**src/hw/rtl/resp_pkg.sv**
```systemverilog
`timescale 1ns / 1ps
// resp_pkg: types and character codes for the reply stream parser.
// No dependencies; used by resp_stream_parser, resp_checker and tb.
package resp_pkg;

    typedef enum logic [2:0] {
        PH_TYPE    = 3'd0,
        PH_LINE    = 3'd1,
        PH_LINE_LF = 3'd2,
        PH_DATA    = 3'd3,
        PH_TRL_CR  = 3'd4,
        PH_TRL_LF  = 3'd5
    } phase_t;

    typedef enum logic [2:0] {
        KIND_NONE = 3'd0,
        KIND_STR  = 3'd1,
        KIND_ERR  = 3'd2,
        KIND_INT  = 3'd3,
        KIND_BULK = 3'd4,
        KIND_ARR  = 3'd5
    } kind_t;

    typedef enum logic [2:0] {
        ROLE_TYPE    = 3'd0,
        ROLE_HEADER  = 3'd1,
        ROLE_LINE_END = 3'd2,
        ROLE_DATA    = 3'd3,
        ROLE_TRAILER = 3'd4
    } role_t;

    typedef enum logic [2:0] {
        ERR_OK       = 3'd0,
        ERR_TYPE     = 3'd1,
        ERR_NO_LF    = 3'd2,
        ERR_LENGTH   = 3'd3,
        ERR_TRAILER  = 3'd4,
        ERR_OVERFLOW = 3'd5
    } err_t;

    localparam logic [7:0] CH_PLUS  = 8'h2B;
    localparam logic [7:0] CH_COLON = 8'h3A;
    localparam logic [7:0] CH_DOLLAR = 8'h24;
    localparam logic [7:0] CH_STAR  = 8'h2A;
    localparam logic [7:0] CH_MINUS = 8'h2D;
    localparam logic [7:0] CH_LF    = 8'h0A;
    localparam logic [7:0] CH_CR    = 8'h0D;
    localparam logic [7:0] CH_0     = 8'h30;
    localparam logic [7:0] CH_9     = 8'h39;

    // number_flags bits
    localparam int FLG_NEG = 0;
    localparam int FLG_DIG = 1;
    localparam int FLG_BAD = 2;

    // tdata bit positions
    localparam int TD_PV    = 0;
    localparam int TD_LV    = 9;
    localparam int TD_ED    = 42;
    localparam int TD_NEST  = 43;
    localparam int TD_ERR   = 47;
    localparam int TD_WIDTH = 56;

    typedef struct packed {
        kind_t       value_kind;
        role_t       byte_role;
        logic        payload_valid;
        logic [7:0]  payload_byte;
        logic        length_valid;
        logic [31:0] length_value;
        logic        element_done;
        logic        reply_done;
        logic [3:0]  nest_level;
        err_t        error_code;
    } res_t;

endpackage

```
**src/hw/rtl/resp_stream_parser.sv**
```systemverilog
`timescale 1ns / 1ps
// resp_stream_parser: byte-wide reply stream parser with nested array tracking.
// Depends on resp_pkg.
//
//  channel  | dir | tdata                                   | tuser            | tlast
//  s_axis   | in  | [7:0] data_byte                         | -                | -
//  m_axis   | out | payload_valid, payload_byte, length_valid,| value_kind,      | reply_done
//           |     | length_value, element_done, nest_level, | byte_role        |
//           |     | error_code                              |                  |
//
// One item per cycle unless the output stalls: each byte updates the parser state and fills
// the result register in the cycle it is accepted; its result appears on the next cycle.
// The array count stack is a register file read at the completion target.
// aresetn is synchronous; the stack contents need no clearing.
// A stalled result holds and input is taken as long as the result register
// is empty or being read.
module resp_stream_parser #(
    parameter int MAX_NEST = 8,
    parameter int LEN_BITS = 32
) (
    input  logic                          aclk,
    input  logic                          aresetn,
    input  logic                          s_axis_tvalid,
    output logic                          s_axis_tready,
    input  logic [7:0]                    s_axis_tdata,  // [7:0] data_byte
    output logic                          m_axis_tvalid,
    input  logic                          m_axis_tready,
    // [0] payload_valid, [8:1] payload_byte, [9] length_valid,
    // [41:10] length_value, [42] element_done, [46:43] nest_level,
    // [49:47] error_code, [55:50] zero
    output logic [resp_pkg::TD_WIDTH-1:0] m_axis_tdata,
    output logic [5:0]                    m_axis_tuser,  // [2:0] value_kind, [5:3] byte_role
    output logic                          m_axis_tlast   // reply_done
);
    import resp_pkg::*;

    localparam int DW = $clog2(MAX_NEST + 1);
    localparam int IW = (MAX_NEST > 1) ? $clog2(MAX_NEST) : 1;
    localparam int AW = LEN_BITS;
    localparam int CW = LEN_BITS - 1;
    localparam int PW = LEN_BITS + 4;
    localparam int EW = (LEN_BITS + 1 > 32) ? LEN_BITS + 1 : 32;
    localparam logic [AW-1:0] CAP    = {1'b1, {(LEN_BITS-1){1'b0}}};
    localparam logic [AW-1:0] CAP_M1 = {1'b0, {(LEN_BITS-1){1'b1}}};
    localparam logic [PW-1:0] CAP_P  = PW'(CAP);

    phase_t        phase_reg, phase_next;
    kind_t         kind_reg, kind_next;
    logic [AW-1:0] acc_reg, acc_next;
    logic [2:0]    flg_reg, flg_next;
    logic [CW-1:0] bulk_reg, bulk_next;
    logic [DW-1:0] depth_reg, depth_next;

    logic [CW-1:0]       cnt_reg [MAX_NEST];
    logic [MAX_NEST-1:0] one_reg;

    res_t res_reg, res_next;
    logic m_valid_reg;

    logic          accept;
    logic [7:0]    b;
    logic [DW-1:0] nz_depth;
    logic [IW-1:0] dec_idx;
    logic [CW-1:0] dec_val;
    logic          fin;
    logic          push_en;
    logic          dec_en;
    logic [3:0]    digit;
    logic [PW-1:0] prod;
    logic          neg;
    logic [AW-1:0] mag;
    logic [EW-1:0] len_ext;

    assign b             = s_axis_tdata;
    assign s_axis_tready = !m_valid_reg || m_axis_tready;
    assign accept        = s_axis_tvalid && s_axis_tready;

    // highest open level whose count is not one; levels above it pop together
    always_comb begin
        nz_depth = '0;
        for (int i = 0; i < MAX_NEST; i++) begin
            if (DW'(i) < depth_reg && !one_reg[i]) begin
                nz_depth = DW'(i + 1);
            end
        end
    end

    assign dec_idx = IW'(nz_depth - 1'b1);
    assign dec_val = cnt_reg[dec_idx];
    assign digit   = 4'(b - CH_0);
    assign prod    = PW'({acc_reg, 3'b000}) + PW'({acc_reg, 1'b0}) + PW'(digit);
    assign neg     = flg_reg[FLG_NEG] && (acc_reg != '0);
    assign mag     = (!neg && acc_reg > CAP_M1) ? CAP_M1 : acc_reg;
    assign len_ext = neg ? (EW'(0) - EW'(mag)) : EW'(mag);

    always_comb begin
        phase_next = phase_reg;
        kind_next  = kind_reg;
        acc_next   = acc_reg;
        flg_next   = flg_reg;
        bulk_next  = bulk_reg;
        depth_next = depth_reg;
        fin        = 1'b0;
        push_en    = 1'b0;
        dec_en     = 1'b0;

        res_next               = '0;
        res_next.value_kind    = kind_reg;
        res_next.byte_role     = ROLE_TYPE;
        res_next.error_code    = ERR_OK;

        unique case (phase_reg)
            PH_TYPE: begin
                unique case (b)
                    CH_PLUS:   kind_next = KIND_STR;
                    CH_MINUS:  kind_next = KIND_ERR;
                    CH_COLON:  kind_next = KIND_INT;
                    CH_DOLLAR: kind_next = KIND_BULK;
                    CH_STAR:   kind_next = KIND_ARR;
                    default:   kind_next = KIND_NONE;
                endcase
                res_next.value_kind = kind_next;
                acc_next = '0;
                flg_next = '0;
                if (kind_next == KIND_NONE) begin
                    res_next.error_code = ERR_TYPE;
                    phase_next = PH_TYPE;
                    depth_next = '0;
                end else begin
                    phase_next = PH_LINE;
                end
            end
            PH_LINE: begin
                if (b == CH_CR) begin
                    res_next.byte_role = ROLE_LINE_END;
                    phase_next = PH_LINE_LF;
                end else if (kind_reg == KIND_BULK || kind_reg == KIND_ARR) begin
                    res_next.byte_role = ROLE_HEADER;
                    if (b == CH_MINUS && flg_reg == '0) begin
                        flg_next[FLG_NEG] = 1'b1;
                    end else if (b >= CH_0 && b <= CH_9) begin
                        flg_next[FLG_DIG] = 1'b1;
                        if (acc_reg >= CAP || prod > CAP_P) begin
                            acc_next = CAP;
                        end else begin
                            acc_next = AW'(prod);
                        end
                    end else begin
                        flg_next[FLG_BAD] = 1'b1;
                    end
                end else begin
                    res_next.byte_role     = ROLE_HEADER;
                    res_next.payload_valid = 1'b1;
                    res_next.payload_byte  = b;
                end
            end
            PH_LINE_LF: begin
                res_next.byte_role = ROLE_LINE_END;
                if (b != CH_LF) begin
                    res_next.error_code = ERR_NO_LF;
                    phase_next = PH_TYPE;
                    acc_next   = '0;
                    flg_next   = '0;
                    depth_next = '0;
                end else if (kind_reg == KIND_BULK || kind_reg == KIND_ARR) begin
                    acc_next = '0;
                    flg_next = '0;
                    if (flg_reg[FLG_BAD] || !flg_reg[FLG_DIG]) begin
                        res_next.error_code = ERR_LENGTH;
                        phase_next = PH_TYPE;
                        depth_next = '0;
                    end else begin
                        res_next.length_valid = 1'b1;
                        res_next.length_value = len_ext[31:0];
                        if (kind_reg == KIND_BULK) begin
                            if (neg) begin
                                phase_next = PH_TYPE;
                                fin = 1'b1;
                            end else if (mag == '0) begin
                                phase_next = PH_TRL_CR;
                            end else begin
                                bulk_next  = CW'(mag);
                                phase_next = PH_DATA;
                            end
                        end else if (neg || mag == '0) begin
                            phase_next = PH_TYPE;
                            fin = 1'b1;
                        end else if (depth_reg >= DW'(MAX_NEST)) begin
                            res_next.error_code = ERR_OVERFLOW;
                            phase_next = PH_TYPE;
                            depth_next = '0;
                        end else begin
                            push_en    = 1'b1;
                            depth_next = depth_reg + 1'b1;
                            phase_next = PH_TYPE;
                        end
                    end
                end else begin
                    phase_next = PH_TYPE;
                    fin = 1'b1;
                end
            end
            PH_DATA: begin
                res_next.byte_role     = ROLE_DATA;
                res_next.payload_valid = 1'b1;
                res_next.payload_byte  = b;
                bulk_next = bulk_reg - 1'b1;
                if (bulk_reg == CW'(1)) begin
                    phase_next = PH_TRL_CR;
                end
            end
            PH_TRL_CR: begin
                res_next.byte_role = ROLE_TRAILER;
                if (b == CH_CR) begin
                    phase_next = PH_TRL_LF;
                end else begin
                    res_next.error_code = ERR_TRAILER;
                    phase_next = PH_TYPE;
                    acc_next   = '0;
                    flg_next   = '0;
                    depth_next = '0;
                end
            end
            PH_TRL_LF: begin
                res_next.byte_role = ROLE_TRAILER;
                if (b == CH_LF) begin
                    phase_next = PH_TYPE;
                    fin = 1'b1;
                end else begin
                    res_next.error_code = ERR_TRAILER;
                    phase_next = PH_TYPE;
                    acc_next   = '0;
                    flg_next   = '0;
                    depth_next = '0;
                end
            end
            default: begin
                phase_next = PH_TYPE;
            end
        endcase

        if (fin) begin
            res_next.element_done = 1'b1;
            depth_next = nz_depth;
            if (nz_depth == '0) begin
                res_next.reply_done = 1'b1;
            end else begin
                dec_en = 1'b1;
            end
        end

        res_next.nest_level = 4'(depth_next);
    end

    always_ff @(posedge aclk) begin
        if (!aresetn) begin
            phase_reg   <= PH_TYPE;
            kind_reg    <= KIND_NONE;
            acc_reg     <= '0;
            flg_reg     <= '0;
            bulk_reg    <= '0;
            depth_reg   <= '0;
            m_valid_reg <= 1'b0;
        end else begin
            if (accept) begin
                phase_reg <= phase_next;
                kind_reg  <= kind_next;
                acc_reg   <= acc_next;
                flg_reg   <= flg_next;
                bulk_reg  <= bulk_next;
                depth_reg <= depth_next;
            end
            if (accept) begin
                m_valid_reg <= 1'b1;
            end else if (m_axis_tready) begin
                m_valid_reg <= 1'b0;
            end
        end
    end

    always_ff @(posedge aclk) begin
        if (accept) begin
            res_reg <= res_next;
        end
    end

    // count stack: push writes the new top, completion writes the decremented level
    always_ff @(posedge aclk) begin
        if (accept && push_en) begin
            cnt_reg[IW'(depth_reg)] <= CW'(mag);
            one_reg[IW'(depth_reg)] <= (mag == AW'(1));
        end else if (accept && dec_en) begin
            cnt_reg[dec_idx] <= dec_val - 1'b1;
            one_reg[dec_idx] <= (dec_val == CW'(2));
        end
    end

    assign m_axis_tvalid = m_valid_reg;
    assign m_axis_tlast  = res_reg.reply_done;
    assign m_axis_tuser  = {res_reg.byte_role, res_reg.value_kind};
    assign m_axis_tdata  = {6'b000000, res_reg.error_code, res_reg.nest_level,
                            res_reg.element_done, res_reg.length_value,
                            res_reg.length_valid, res_reg.payload_byte,
                            res_reg.payload_valid};

endmodule

```
**config.mk**
```make
export PLATFORM = sky130hd
export DESIGN_NAME = resp_stream_parser
export DESIGN_NICKNAME = d
export VERILOG_FILES = /design/src/hw/rtl/resp_pkg.sv /design/src/hw/rtl/resp_stream_parser.sv
export SDC_FILE = /design/constraint.sdc
export NUM_CORES = 1
export LEC_CHECK = 0
export BUFFER_PORTS_ARGS = -buffer_cell sky130_fd_sc_hd__buf_2
export CORE_AREA = 2 2 223 225
export DETAILED_ROUTE_END_ITERATION = 10
export DIE_AREA = 0 0 225 227
export GPL_ROUTABILITY_DRIVEN = 0
export PLACE_DENSITY = 0.64
export SYNTH_ARGS = -nofsm -noshare
export SYNTH_HDL_FRONTEND = slang
export SYNTH_SLANG_ARGS = --single-unit
export TNS_END_PERCENT = 10
```
**constraint.sdc**
```tcl
create_clock -name aclk -period 14.2 [get_ports aclk]
set_input_delay 2.13 -clock aclk [delete_from_list [all_inputs] [get_ports aclk]]
set_output_delay 2.13 -clock aclk [all_outputs]
set_load 0.005 [all_outputs]
```
==> results by group, run 1 <==
Status
  – Outcome: finished clean

Die
  – Die area: between 50000 and 60000 um2
  – Starting Density: 44.7%
  – Boundary pin count: 77
  – Core Area: 48500 um2
  – Die height: 227 um
  – Die Width: roughly 230 um
  – Cell row count: 81

Timing
  – Fin Setup TNS: 0 ps
  – Final hold slack: 474 ps
  – Final Hold Fails: 0
  – Max-slew violations: 0
  – Worst-Margin Slew: between 1000 and 1500 ps
  – Final setup viols: 0
  – Max Freq: 120 MHz
  – Slew headroom: between 10% and 20%
  – Clock Skew: between 20 and 25 ps
  – RSZ-0062 raised after global routing: false
  – Fin crit share: approximately three fifths
  – Tmin final: about 8400 ps

Route
  – Antenna Nets Post-Route: 0
  – WL/cell: 23.2 um
  – Routed via count: 17400
  – DR iter-0 viols: 1582
  – Post-DR vias/cell: about 6.4
  – Residual DRC: 0
  – Drt first pass iters: 5
  – WL final: 62900 um

Run
  – Max cap viols: 0

Setup path
  – Worst Setup Start Kind: flop
  – Critical path origin: depth_reg[1]$_SDFFE_PN0P_
  – Worst R2R Setup Slack: 5840 ps
  – Buffers plus inverters on the worst setup path: 6
  – Critical path's top delay family: buffers and inverters
  – Critical path depth in cells: 20
  – R2R Path Start: depth_reg[1]$_SDFFE_PN0P_
  – Crit path to: cnt_reg[2][30]$_DFFE_PP_
  – Kind of capture point of the worst setup path: flop
  – Crit Path Category: reg -> reg
  – Worst EP required: 14420 ps
  – Worst r2r dst: cnt_reg[2][30]$_DFFE_PP_
  – CP Cell Sequence: inv_1 -> ha_1 -> a221oi_1 -> o211ai_2 -> a21oi_4 -> buf_4 -> inv_2 -> ha_1 -> buf_4 -> inv_1 -> o31ai_4 -> buf_4 -> nand2_4 -> mux4_2 -> mux2i_1 -> ha_1 -> nand4_1 -> nor3_1 -> a21oi_1 -> a311oi_1
  – Critical Path Max Stage Delay: 830 ps
  – R2r worst-path depth: 20
  – Crit path max fanout: 64
  – Slowest library cell on the worst path: a311oi_1
  – Worst EP arrival: 8580 ps

Clocking
  – CTS clk-pin slew, worst paths: 60 ps
  – Post-CTS setup buffers: 0
  – Cts hold-fix bufs: 0
  – Root buf cell: clkbuf_16
  – CTS tree: built
  – Clk Latency, worst-skew pair: between 500 and 600 ps
  – Clk sink count: 390
  – Num CTS Buffers: 42
  – Post-cts resize count: 0
  – H-Tree Level Count: 2
  – Clock Tree Buf Depth: 3

Finish
  – Ant. Diodes: 0
  – Max reg flops: 248
  – Layout cell share with drive strength beyond 1: 12.6%
  – NumNets Final: 2141
  – FILL cells: about 4300
  – Most frequent cells in the layout: edfxtp_1 (313), nand2_1 (174), o21ai_0 (138)
  – P&R area growth vs syn: 10.9%
  – Final instance area: around 24000 um2
  – Most common cell after layout, fill and taps aside: edfxtp_1

Global routing
  – GR met3 Demand/Resource: 4.35%
  – GRT busiest layer: met2
  – GRT Total Usage: 24.5%
  – Initial antenna violation count: 1
  – Largest net degree at the start of global routing: 70
  – Vias in the first global route: approximately 16000
  – Met1 GRT Util: 34.4%
  – M2 GR Usage: 38.1%
  – GRT overflow: 0
  – First-pass GRT wire length: 96300 um

Synth
  – Synthesized area: roughly 22000 um2
  – Cells after synthesis: 2038
  – Number of warnings issued by yosys: 0
  – Register area share after synthesis: 50.4%
  – Average size of a mapped cell: approximately 11 um2
  – Main synth FF type: edfxtp_1
  – Synth cell types: 100
  – Post-synth EDFFs: 313
  – FFs w/ async S/R, synth: 0%
  – Synth Register Bits: 390

Pwr
  – P_leak: 9.06 nW
  – VDD IR-drop max: 0.0999 mV
  – PwrDens: 99.3 nW/um2

Hold path
  – Hold Crit Class: reg -> reg

Placed design
  – Dpl hpwl: 41200 um
  – Port Buffers: 70
  – Area after DPL: around 23000 um2
==> cell families after synthesis <==
family | synth area share [%]
adder cells (fa/ha/maj) | 4.34
AO/OA/AOI/OAI | 18.9
XOR/XNOR | 1.70
multiplexers | 5.26
flip-flops | 50.4
buffers and inverters | 3.39
AND/OR/NAND/NOR | 16.0
other | 0.0173
==> where the power goes <==
part / internal, mW / total [mW] / switching, mW
combinational: 0.0142 / 0.0422 / 0.0280
sequential: 1.23 / 1.23 / 0.00388
clock: 0.666 / 1.12 / 0.450
==> metrics by stage <==
stage	instances	setup slack, ps	utilization (%)	power (mW)
after global placement	2633	6280	46.7	1.30
after CTS	2709	5910	49.6	2.41
final	2709	5840	49.6	2.39
after floorplan	2043	6520	-	1.28
after detailed placement	2633	5980	46.7	1.30
after global routing	2709	5200	49.6	2.46
==> area by class of cell <==
| type | instances | area [um2] | area share, % |
|---|---|---|---|
| tap | 622 | 778 | 3.23 |
| clock inverter | 20 | 255 | 1.06 |
| sequential | 390 | 10900 | 45.4 |
| timing repair buffer | 105 | 613 | 2.55 |
| inverter | 38 | 143 | 0.592 |
| clock buffer | 56 | 1120 | 4.67 |
| multi-input combinational | 1478 | 10200 | 42.5 |
==> worst register-to-register path, delay by kind of cell, from the launching register on <==
kind	cells	cell delay, ps
multiplexers	2	790
adder cells (fa/ha/maj)	3	880
AO/OA/AOI/OAI	6	1990
buffers and inverters	6	2330
AND/OR/NAND/NOR	3	1540
flip-flops	1	480
==> how the worst min path moves through the flow <==
| stage | from | endpoint | slack [ps] | cells after the start |
|---|---|---|---|---|
| floorplan | bulk_reg[12]$_SDFFE_PN0P_ | bulk_reg[12]$_SDFFE_PN0P_ | 440 | 2 |
| global placement | bulk_reg[12]$_SDFFE_PN0P_ | bulk_reg[12]$_SDFFE_PN0P_ | 460 | 2 |
| detailed placement | bulk_reg[10]$_SDFFE_PN0P_ | bulk_reg[10]$_SDFFE_PN0P_ | 470 | 2 |
| CTS | bulk_reg[10]$_SDFFE_PN0P_ | bulk_reg[10]$_SDFFE_PN0P_ | 480 | 2 |
| global route | bulk_reg[10]$_SDFFE_PN0P_ | bulk_reg[10]$_SDFFE_PN0P_ | 510 | 2 |
| finish | bulk_reg[10]$_SDFFE_PN0P_ | bulk_reg[10]$_SDFFE_PN0P_ | 470 | 2 |
==> Yosys cell counts (10+ instances only) <==
cell type / number / area, um2
nand2_1: 174 / 653
a21o_1: 31 / 233
buf_4: 10 / 75.1
xor2_1: 19 / 166
a2111oi_0: 22 / 193
and2_1: 18 / 113
a32oi_1: 15 / 131
clkbuf_1: 101 / 379
a31oi_1: 28 / 175
nor2b_1: 43 / 269
inv_1: 36 / 135
o22ai_1: 22 / 138
buf_1: 13 / 48.8
or3_1: 17 / 106
and3_1: 19 / 119
xnor2_1: 23 / 201
ha_1: 72 / 901
mux4_2: 25 / 563
or4_1: 14 / 105
a211o_1: 11 / 96.3
nand4_1: 23 / 144
a311oi_1: 18 / 158
o21ai_0: 138 / 691
dfxtp_1: 77 / 1540
nor3_1: 93 / 465
o311a_1: 19 / 190
a211oi_1: 29 / 218
nor4_1: 21 / 131
nand2b_1: 24 / 150
nand3_1: 58 / 290
a21boi_0: 17 / 128
mux2_2: 12 / 135
edfxtp_1: 313 / 9400
mux2i_1: 42 / 420
a21oi_1: 128 / 641
nor2_1: 119 / 447
==> metal layers <==
metal	up-vias	routed length, um
li1	7966	-
met1	8558	27300
met2	746	28500
met3	127	4930
met4	0	2160
met5	-	0
No activity file was read; power rests on OpenSTA's default activity.
==> inputs of run 2 (changes only) <==
--- a/config.mk
+++ b/config.mk
@@ -5,12 +5,13 @@
 export SDC_FILE = /design/constraint.sdc
 export NUM_CORES = 1
 export LEC_CHECK = 0
+export ABC_AREA = 1
 export BUFFER_PORTS_ARGS = -buffer_cell sky130_fd_sc_hd__buf_2
-export CORE_AREA = 2 2 223 225
+export CORE_AREA = 2 2 224 226
 export DETAILED_ROUTE_END_ITERATION = 10
-export DIE_AREA = 0 0 225 227
+export DIE_AREA = 0 0 226 228
 export GPL_ROUTABILITY_DRIVEN = 0
-export PLACE_DENSITY = 0.64
+export PLACE_DENSITY = 0.66
 export SYNTH_ARGS = -nofsm -noshare
 export SYNTH_HDL_FRONTEND = slang
 export SYNTH_SLANG_ARGS = --single-unit
==> constraint.sdc (replaced) <==
create_clock -name aclk -period 6.75 [get_ports aclk]
set_input_delay 1.0125 -clock aclk [delete_from_list [all_inputs] [get_ports aclk]]
set_output_delay 1.0125 -clock aclk [all_outputs]
set_load 0.005 [all_outputs]
==> run 2 against run 1 <==
Flip-flop and latch count unchanged. Critical path depth increased by 3. Clock power increased by 130%. Synthesized cell count increased by 29%. Worst setup slack got worse by 4500 ps. Area after synthesis increased by 1.2%. First-iteration DRC count increased by 27%. Hold slack got worse by 3.5 ps. Final area increased by 1.6%.
==> results by group, run 2 <==
Setup path
  – Worst Setup Start Kind: flop
  – CP dominant cell by count: nor2_1
  – CP Cell Sequence: nor2_1 -> nand4_1 -> or2_1 -> o21ai_2 -> buf_4 -> nand2_2 -> inv_2 -> nor2_1 -> ha_1 -> inv_1 -> nor2_1 -> nand2_1 -> nor2_1 -> nand3_2 -> nand2_2 -> nand4_1 -> nand2_1 -> nand3_2 -> buf_4 -> o21ai_0 -> nand2_1 -> nor2_4 -> buf_12
  – R2R Path Start: acc_reg[4]$_SDFFE_PN0P_
  – Worst EP required: approximately 7000 ps
  – Kind of capture point of the worst setup path: flop
  – Worst EP arrival: 5690 ps
  – Crit Path Category: reg -> reg
  – Slowest library cell on the worst path: nor2_4
  – R2r worst-path depth: 23
  – Critical Path Max Stage Delay: about 580 ps
  – Worst R2R Setup Slack: ~1300 ps
  – Critical path's top delay family: simple AND/OR/NAND/NOR gates
  – Crit path max fanout: 32
  – Worst r2r dst: cnt_reg[4][14]$_DFFE_PP_
  – Buffers plus inverters on the worst setup path: 5

Clocking
  – CTS tree: built
  – Clk Latency, worst-skew pair: 590 ps
  – H-Tree Level Count: 2
  – Num CTS Buffers: 44
  – Clk sink count: 390
  – CTS clk-pin slew, worst paths: 60 ps
  – Post-cts resize count: 0
  – Cts hold-fix bufs: 0
  – Root buf cell: clkbuf_16
  – Clock Tree Buf Depth: 3
  – Post-CTS setup buffers: 0

Synth
  – Yosys top cell area share: roughly 43%
  – Average size of a mapped cell: roughly 8.3 um2
  – Post-Synth Adder-Cell Area: under 10%
  – Largest family of logic cells by synthesized area: simple AND/OR/NAND/NOR gates
  – Area contributors post-synth: edfxtp_1 (43%), nand2_1 (11%), dfxtp_1 (7.0%), nand3_1 (6.9%), nor2_1 (5.9%)
  – Synth Register Bits: 390
  – Synth Area in Simple Gates: 28.3%
  – Main synth FF type: edfxtp_1
  – Synthesized area: 22000 um2
  – Compound-Gate Fraction of Synth Area: 8.83%
  – Post-synth top area cell: edfxtp_1
  – FFs w/ async S/R, synth: 0%
  – Synth Area in XOR/XNOR: ~2.1%
  – Mux cell area share after synthesis: 0%
  – Post-synth EDFFs: approximately 310
  – Most common cell in the netlist: nand2_1
  – Cells after synthesis: 2631
  – Register area share after synthesis: 49.8%
  – Number of warnings issued by yosys: 0
  – Synth top cells by count: nand2_1 (619), nor2_1 (343), edfxtp_1 (313)
  – Synth cell types: 55

Timing
  – Max Freq: 185 MHz
  – Fin crit share: between 80% and 90%
  – Slew headroom: 27.7%
  – Clock Skew: 22.4 ps
  – Final setup viols: 0
  – Tmin final: 5400 ps
  – Final Hold Fails: 0
  – Worst-Margin Slew: 1070 ps
  – Final hold slack: 471 ps
  – Fin Setup TNS: 0 ps
  – Max-slew violations: 0
  – RSZ-0062 raised after global routing: false

Hold path
  – Hold Crit Endpoint: flg_reg[2]$_SDFFE_PN0P_
  – Hold Crit Class: reg -> reg
  – HP Start: flg_reg[2]$_SDFFE_PN0P_
  – Hold Path Stages: 2

Die
  – Die area: 51500 um2
  – Die height: roughly 230 um
  – Core Area: 49300 um2
  – Die Width: between 200 and 250 um
  – Cell row count: 82
  – Starting Density: between 40% and 50%
  – Boundary pin count: 77

Global routing
  – Largest net degree at the start of global routing: ~70
  – First-pass GRT wire length: between 90000 and 100000 um
  – GRT Total Usage: 24.7%
  – GRT overflow: 0
  – Initial antenna violation count: 3
  – Vias in the first global route: between 15000 and 20000

Route
  – Post-DR vias/cell: 5.58
  – Routed via count: 18900
  – Residual DRC: 0
  – WL final: between 60000 and 70000 um
  – WL/cell: 18.9 um
  – Antenna Nets Post-Route: 0
  – Drt first pass iters: 6
  – DR iter-0 viols: between 2000 and 2500

Pwr
  – P_int: ~4.4 mW
  – NetSw: 2.02 mW
  – P_leak: roughly 11 nW
  – Sequential share of power: 40.2%
  – VDD IR-drop max: 0.216 mV
  – Clock network power share: just under 40%
  – Sw Ratio: a little under a third
  – Comb pwr share: 20.6%
  – PwrDens: ~260 nW/um2

Finish
  – Most common cell after layout, fill and taps aside: nand2_1
  – Layout cell share with drive strength beyond 1: 9.83%
  – P&R area growth vs syn: 11.3%
  – NumNets Final: ~2800
  – Max reg flops: 248
  – Ant. Diodes: 0
  – Final instance area: 24400 um2
  – Most frequent cells in the layout: nand2_1 (618), nor2_1 (333), edfxtp_1 (313)
  – FILL cells: 4623

Run
  – Max cap viols: 0

Placed design
  – Dpl hpwl: 45000 um
  – Area after DPL: 22900 um2
  – Port Buffers: 70

Status
  – Outcome: finished clean
-- run 2: cell types whose count changed in the layout (fill, tap and decap cells not counted), moves of 65 or more --
cell	previous run	this run
nand2_1	174	618
nor3_1	91	26
nand3_1	58	302
nor2_1	116	333
inv_1	35	217
-- run 2: kinds of logic after synthesis --
| family | Yosys count |
|---|---|
| and+or+nand+nor | 1424 |
| DFF | 390 |
| AOI/OAI and AO/OA | 355 |
| buffers and inverters | 335 |
| adders and majority gates | 74 |
| xor gates and xnor gates | 52 |
| other | 1 |
-- run 2: through the flow --
stage / total power [mW] / cells / utilization, % / worst slack (ps)
2_1_floorplan: 3.65 / 2636 / - / 2000
4_1_cts: 6.48 / 3387 / 49.5 / 1440
6_report: 6.46 / 3387 / 49.5 / 1350
3_3_place_gp: 3.94 / 3305 / 46.4 / 1560
5_1_grt: 6.69 / 3387 / 49.5 / 865
3_5_place_dp: 3.96 / 3305 / 46.4 / 1430
-- run 2: area by class of cell --
cell class | count | area (um2) | area share [%]
Clock inverter | 25 | 327 | 1.34
Multi-Input combinational cell | 1911 | 9660 | 39.5
Inverter | 235 | 885 | 3.62
Tap cell | 672 | 841 | 3.44
Sequential cell | 390 | 10900 | 44.7
Clock buffer | 57 | 1210 | 4.97
Timing Repair Buffer | 97 | 578 | 2.36
-- run 2: how the worst max path moves through the flow --
stage | from | end | depth (start not counted)
after floorplan | acc_reg[2]$_SDFFE_PN0P_ | cnt_reg[4][0]$_DFFE_PP_ | 23
final | acc_reg[4]$_SDFFE_PN0P_ | cnt_reg[4][14]$_DFFE_PP_ | 23
after global routing | acc_reg[18]$_SDFFE_PN0P_ | cnt_reg[4][9]$_DFFE_PP_ | 24
after global placement | acc_reg[2]$_SDFFE_PN0P_ | cnt_reg[4][16]$_DFFE_PP_ | 24
after detailed placement | acc_reg[4]$_SDFFE_PN0P_ | cnt_reg[0][12]$_DFFE_PP_ | 19
after CTS | acc_reg[4]$_SDFFE_PN0P_ | cnt_reg[4][26]$_DFFE_PP_ | 23
-- run 2: power by group through the flow --
stage,logic (mW),registers (mW),clock network [mW]
2_1_floorplan,1.00,2.65,0
3_3_place_gp,1.29,2.65,0
3_5_place_dp,1.31,2.65,0
4_1_cts,1.32,2.60,2.56
5_1_grt,1.45,2.60,2.64
6_report,1.33,2.60,2.53
-- run 2: worst register-to-register path, cell delays in order (launching register included) --
cell     delay (ps)
dfxtp_1         510
nor2_1          130
nand4_1         120
or2_1           120
o21ai_2          50
buf_4           200
nand2_2         290
inv_2           270
nor2_1          370
ha_1            240
inv_1            70
nor2_1          100
nand2_1          70
nor2_1          220
nand3_2         140
nand2_2         160
nand4_1         100
nand2_1         180
nand3_2          80
buf_4           260
o21ai_0         360
nand2_1         250
nor2_4          580
buf_12          250
-- run 2: metal layers --
layer  vias up  GRT usage [%]  part of all wire (%)
met5         -              0                     0
met4         0           9.98                   4.2
met3       166           3.58                   7.5
met2       819           40.4                    47
met1      8920           32.9                    42
li1       8994              -                     -
==> inputs of run 3 (changes only) <==
==> constraint.sdc (replaced) <==
create_clock -name aclk -period 4.3 [get_ports aclk]
set_input_delay 0.645 -clock aclk [delete_from_list [all_inputs] [get_ports aclk]]
set_output_delay 0.645 -clock aclk [all_outputs]
set_load 0.005 [all_outputs]
==> run 3 against run 2 <==
Combinational power rose by 78%. Worst setup slack got worse by 1200 ps. Sequential share of layout area fell by 1.3 points. First-iteration DRC count fell by 5.9%. Largest cell class unchanged.
==> results by group, run 3 (synthesis results as in run 2) <==
Clocking
  – H-Tree Level Count: 2
  – Clock Tree Buf Depth: 3
  – CTS tree: built
  – Root buf cell: clkbuf_16
  – Clk Latency, worst-skew pair: 570 ps
  – Num CTS Buffers: 42
  – CTS clk-pin slew, worst paths: 60 ps
  – Clk sink count: between 300 and 400

Finish
  – Final Core Density: 51.1%
  – Multi-input logic area: 9800 um2
  – Max reg flops: 248
  – NumNets Final: between 2000 and 3000
  – Most frequent cells in the layout: nand2_1 (606), nor2_1 (317), edfxtp_1 (313)
  – Layout cell share with drive strength beyond 1: 13.5%
  – P&R area growth vs syn: 14.8%
  – Most common cell after layout, fill and taps aside: nand2_1
  – FILL cells: 4551
  – Ant. Diodes: 0
  – Sequential Area: 10900 um2

Setup path
  – Critical Path Max Stage Delay: 570 ps
  – Kind of capture point of the worst setup path: flop
  – Buffers plus inverters on the worst setup path: 3
  – Critical path's top delay family: simple AND/OR/NAND/NOR gates
  – CP dominant cell by count: nand2_1
  – Worst R2R Setup Slack: 180 ps
  – Worst r2r dst: cnt_reg[7][7]$_DFFE_PP_
  – Worst Setup Start Kind: flop
  – R2r worst-path depth: 23
  – Crit Path Category: reg -> reg
  – R2R Path Start: depth_reg[0]$_SDFFE_PN0P_
  – Crit path max fanout: 20
  – Worst EP arrival: 4380 ps
  – Slowest library cell on the worst path: o21ai_1
  – Worst EP required: ~4600 ps
  – CP Cell Sequence: inv_1 -> ha_1 -> a21oi_1 -> nand2_1 -> nand2_1 -> nand2_1 -> nand2_1 -> nand2_1 -> nand2_2 -> nand2_4 -> ha_1 -> buf_4 -> nor2_4 -> buf_12 -> nand3_1 -> nand2_1 -> nor2_1 -> nand2_1 -> nor2_1 -> nand2_2 -> nor2_8 -> xnor2_1 -> o21ai_1

Timing
  – Clock Skew: 25.6 ps
  – RSZ-0062 raised after global routing: true
  – Worst-Margin Slew: 1040 ps
  – Max-slew violations: 0
  – Fin Setup TNS: 0 ps
  – Slew headroom: between 30% and 40%
  – Final setup viols: 0
  – Max Freq: between 200 and 250 MHz
  – Final Hold Fails: 0
  – Tmin final: between 4000 and 5000 ps
  – Worst setup margin: 184 ps
  – Final hold slack: 379 ps
  – Fin crit share: 95.7%

Die
  – Core Area: 49300 um2
  – Die Width: 226 um
  – Die area: around 52000 um2
  – Starting Density: 44.5%
  – Cell row count: around 80
  – Boundary pin count: 77
  – Die height: ~230 um

Placed design
  – Dpl hpwl: roughly 46000 um
  – Port Buffers: 70
  – Pre-CTS WS: -54.7 ps

Pwr
  – NetSw: 3.21 mW
  – Sw Ratio: 31.5%
  – Clock network power share: 36.8%
  – PwrDens: 405 nW/um2
  – Comb pwr share: a little under a quarter
  – P_leak: between 10 and 15 nW
  – Sequential share of power: 40.0%
  – P_int: 6.99 mW
  – VDD IR-drop max: roughly 0.33 mV
  – Total power: slightly above 10 mW

Global routing
  – GRT overflow: 0
  – Initial antenna violation count: 1
  – GRT Total Usage: 25.2%
  – Vias in the first global route: around 19000
  – Largest net degree at the start of global routing: 110
  – First-pass GRT wire length: 102000 um

Route
  – Residual DRC: 0
  – Drt first pass iters: 7
  – DR iter-0 viols: between 1500 and 2000
  – Routed via count: 19200
  – WL final: 64800 um
  – Antenna Nets Post-Route: 0
  – Post-DR vias/cell: ~5.5
  – WL/cell: 18.7 um

Hold path
  – HP Start: m_axis_tready
  – Hold Crit Endpoint: m_axis_tvalid$_SDFFE_PN0P_
  – Hold Crit Class: in -> reg
  – Hold Path Stages: 4

Status
  – Outcome: finished clean

Run
  – Max cap viols: 0
## run 3: power by group through the flow
stage               combinational [mW]  clock (mW)  sequential [mW]
floorplan                         1.57           0             4.16
global placement                  2.22           0             4.15
detailed placement                2.25           0             4.16
CTS                               2.28        3.79             4.07
global route                      2.57        3.93             4.07
finish                            2.37        3.75             4.07
## run 3: worst register-to-register path: stages (launching register included)
cell     delay [ps]
dfxtp_4         380
inv_1            60
ha_1            200
a21oi_1         140
nand2_1          60
nand2_1          50
nand2_1          40
nand2_1          50
nand2_1         100
nand2_2         120
nand2_4          60
ha_1            310
buf_4           160
nor2_4          350
buf_12          230
nand3_1         100
nand2_1         100
nor2_1           40
nand2_1         190
nor2_1           80
nand2_2         150
nor2_8           90
xnor2_1         130
o21ai_1         570
## run 3: area by class of cell
cell class | instances | share of cell area (%)
Sequential cell | 390 | 43.4
Clock buffer | 51 | 4.56
Clock inverter | 27 | 1.07
Tap cell | 672 | 3.34
Timing Repair Buffer | 176 | 5.18
Multi-Input combinational cell | 1911 | 38.9
Inverter | 235 | 3.51
## run 3: how the worst max path moves through the flow
| stage | cells past startpoint | to | start |
|---|---|---|---|
| after global placement | 24 | cnt_reg[6][4]$_DFFE_PP_ | depth_reg[0]$_SDFFE_PN0P_ |
| after CTS | 29 | cnt_reg[5][30]$_DFFE_PP_ | depth_reg[0]$_SDFFE_PN0P_ |
| after floorplan | 23 | cnt_reg[4][0]$_DFFE_PP_ | acc_reg[2]$_SDFFE_PN0P_ |
| after global routing | 25 | cnt_reg[6][7]$_DFFE_PP_ | depth_reg[0]$_SDFFE_PN0P_ |
| after detailed placement | 27 | cnt_reg[0][8]$_DFFE_PP_ | depth_reg[0]$_SDFFE_PN0P_ |
| final | 23 | cnt_reg[7][7]$_DFFE_PP_ | depth_reg[0]$_SDFFE_PN0P_ |
## run 3: timing repair
action / CTS / global route
pin swaps: 0 / 4
setup endpoints to repair: 50 / 417
setup buffers: 0 / 1
hold buffers: 0 / 0
gates resized for setup: 6 / 53
## run 3: routing by layer
layer / GRT usage (%) / wire length [um] / vias to the layer above
met3: 4.08 / 4640 / 132
li1: - / - / 9160
met2: 42.5 / 31400 / 761
met5: 0 / 0 / -
met1: 32.2 / 26500 / 9116
met4: 10.0 / 2280 / 0
## run 3: metrics by stage
stage / cell area [um2] / std cells
after floorplan: 22000 / 2636
after global placement: 23600 / 3383
after detailed placement: 23600 / 3383
after CTS: 25000 / 3461
after global routing: 25200 / 3462
final: 25200 / 3462
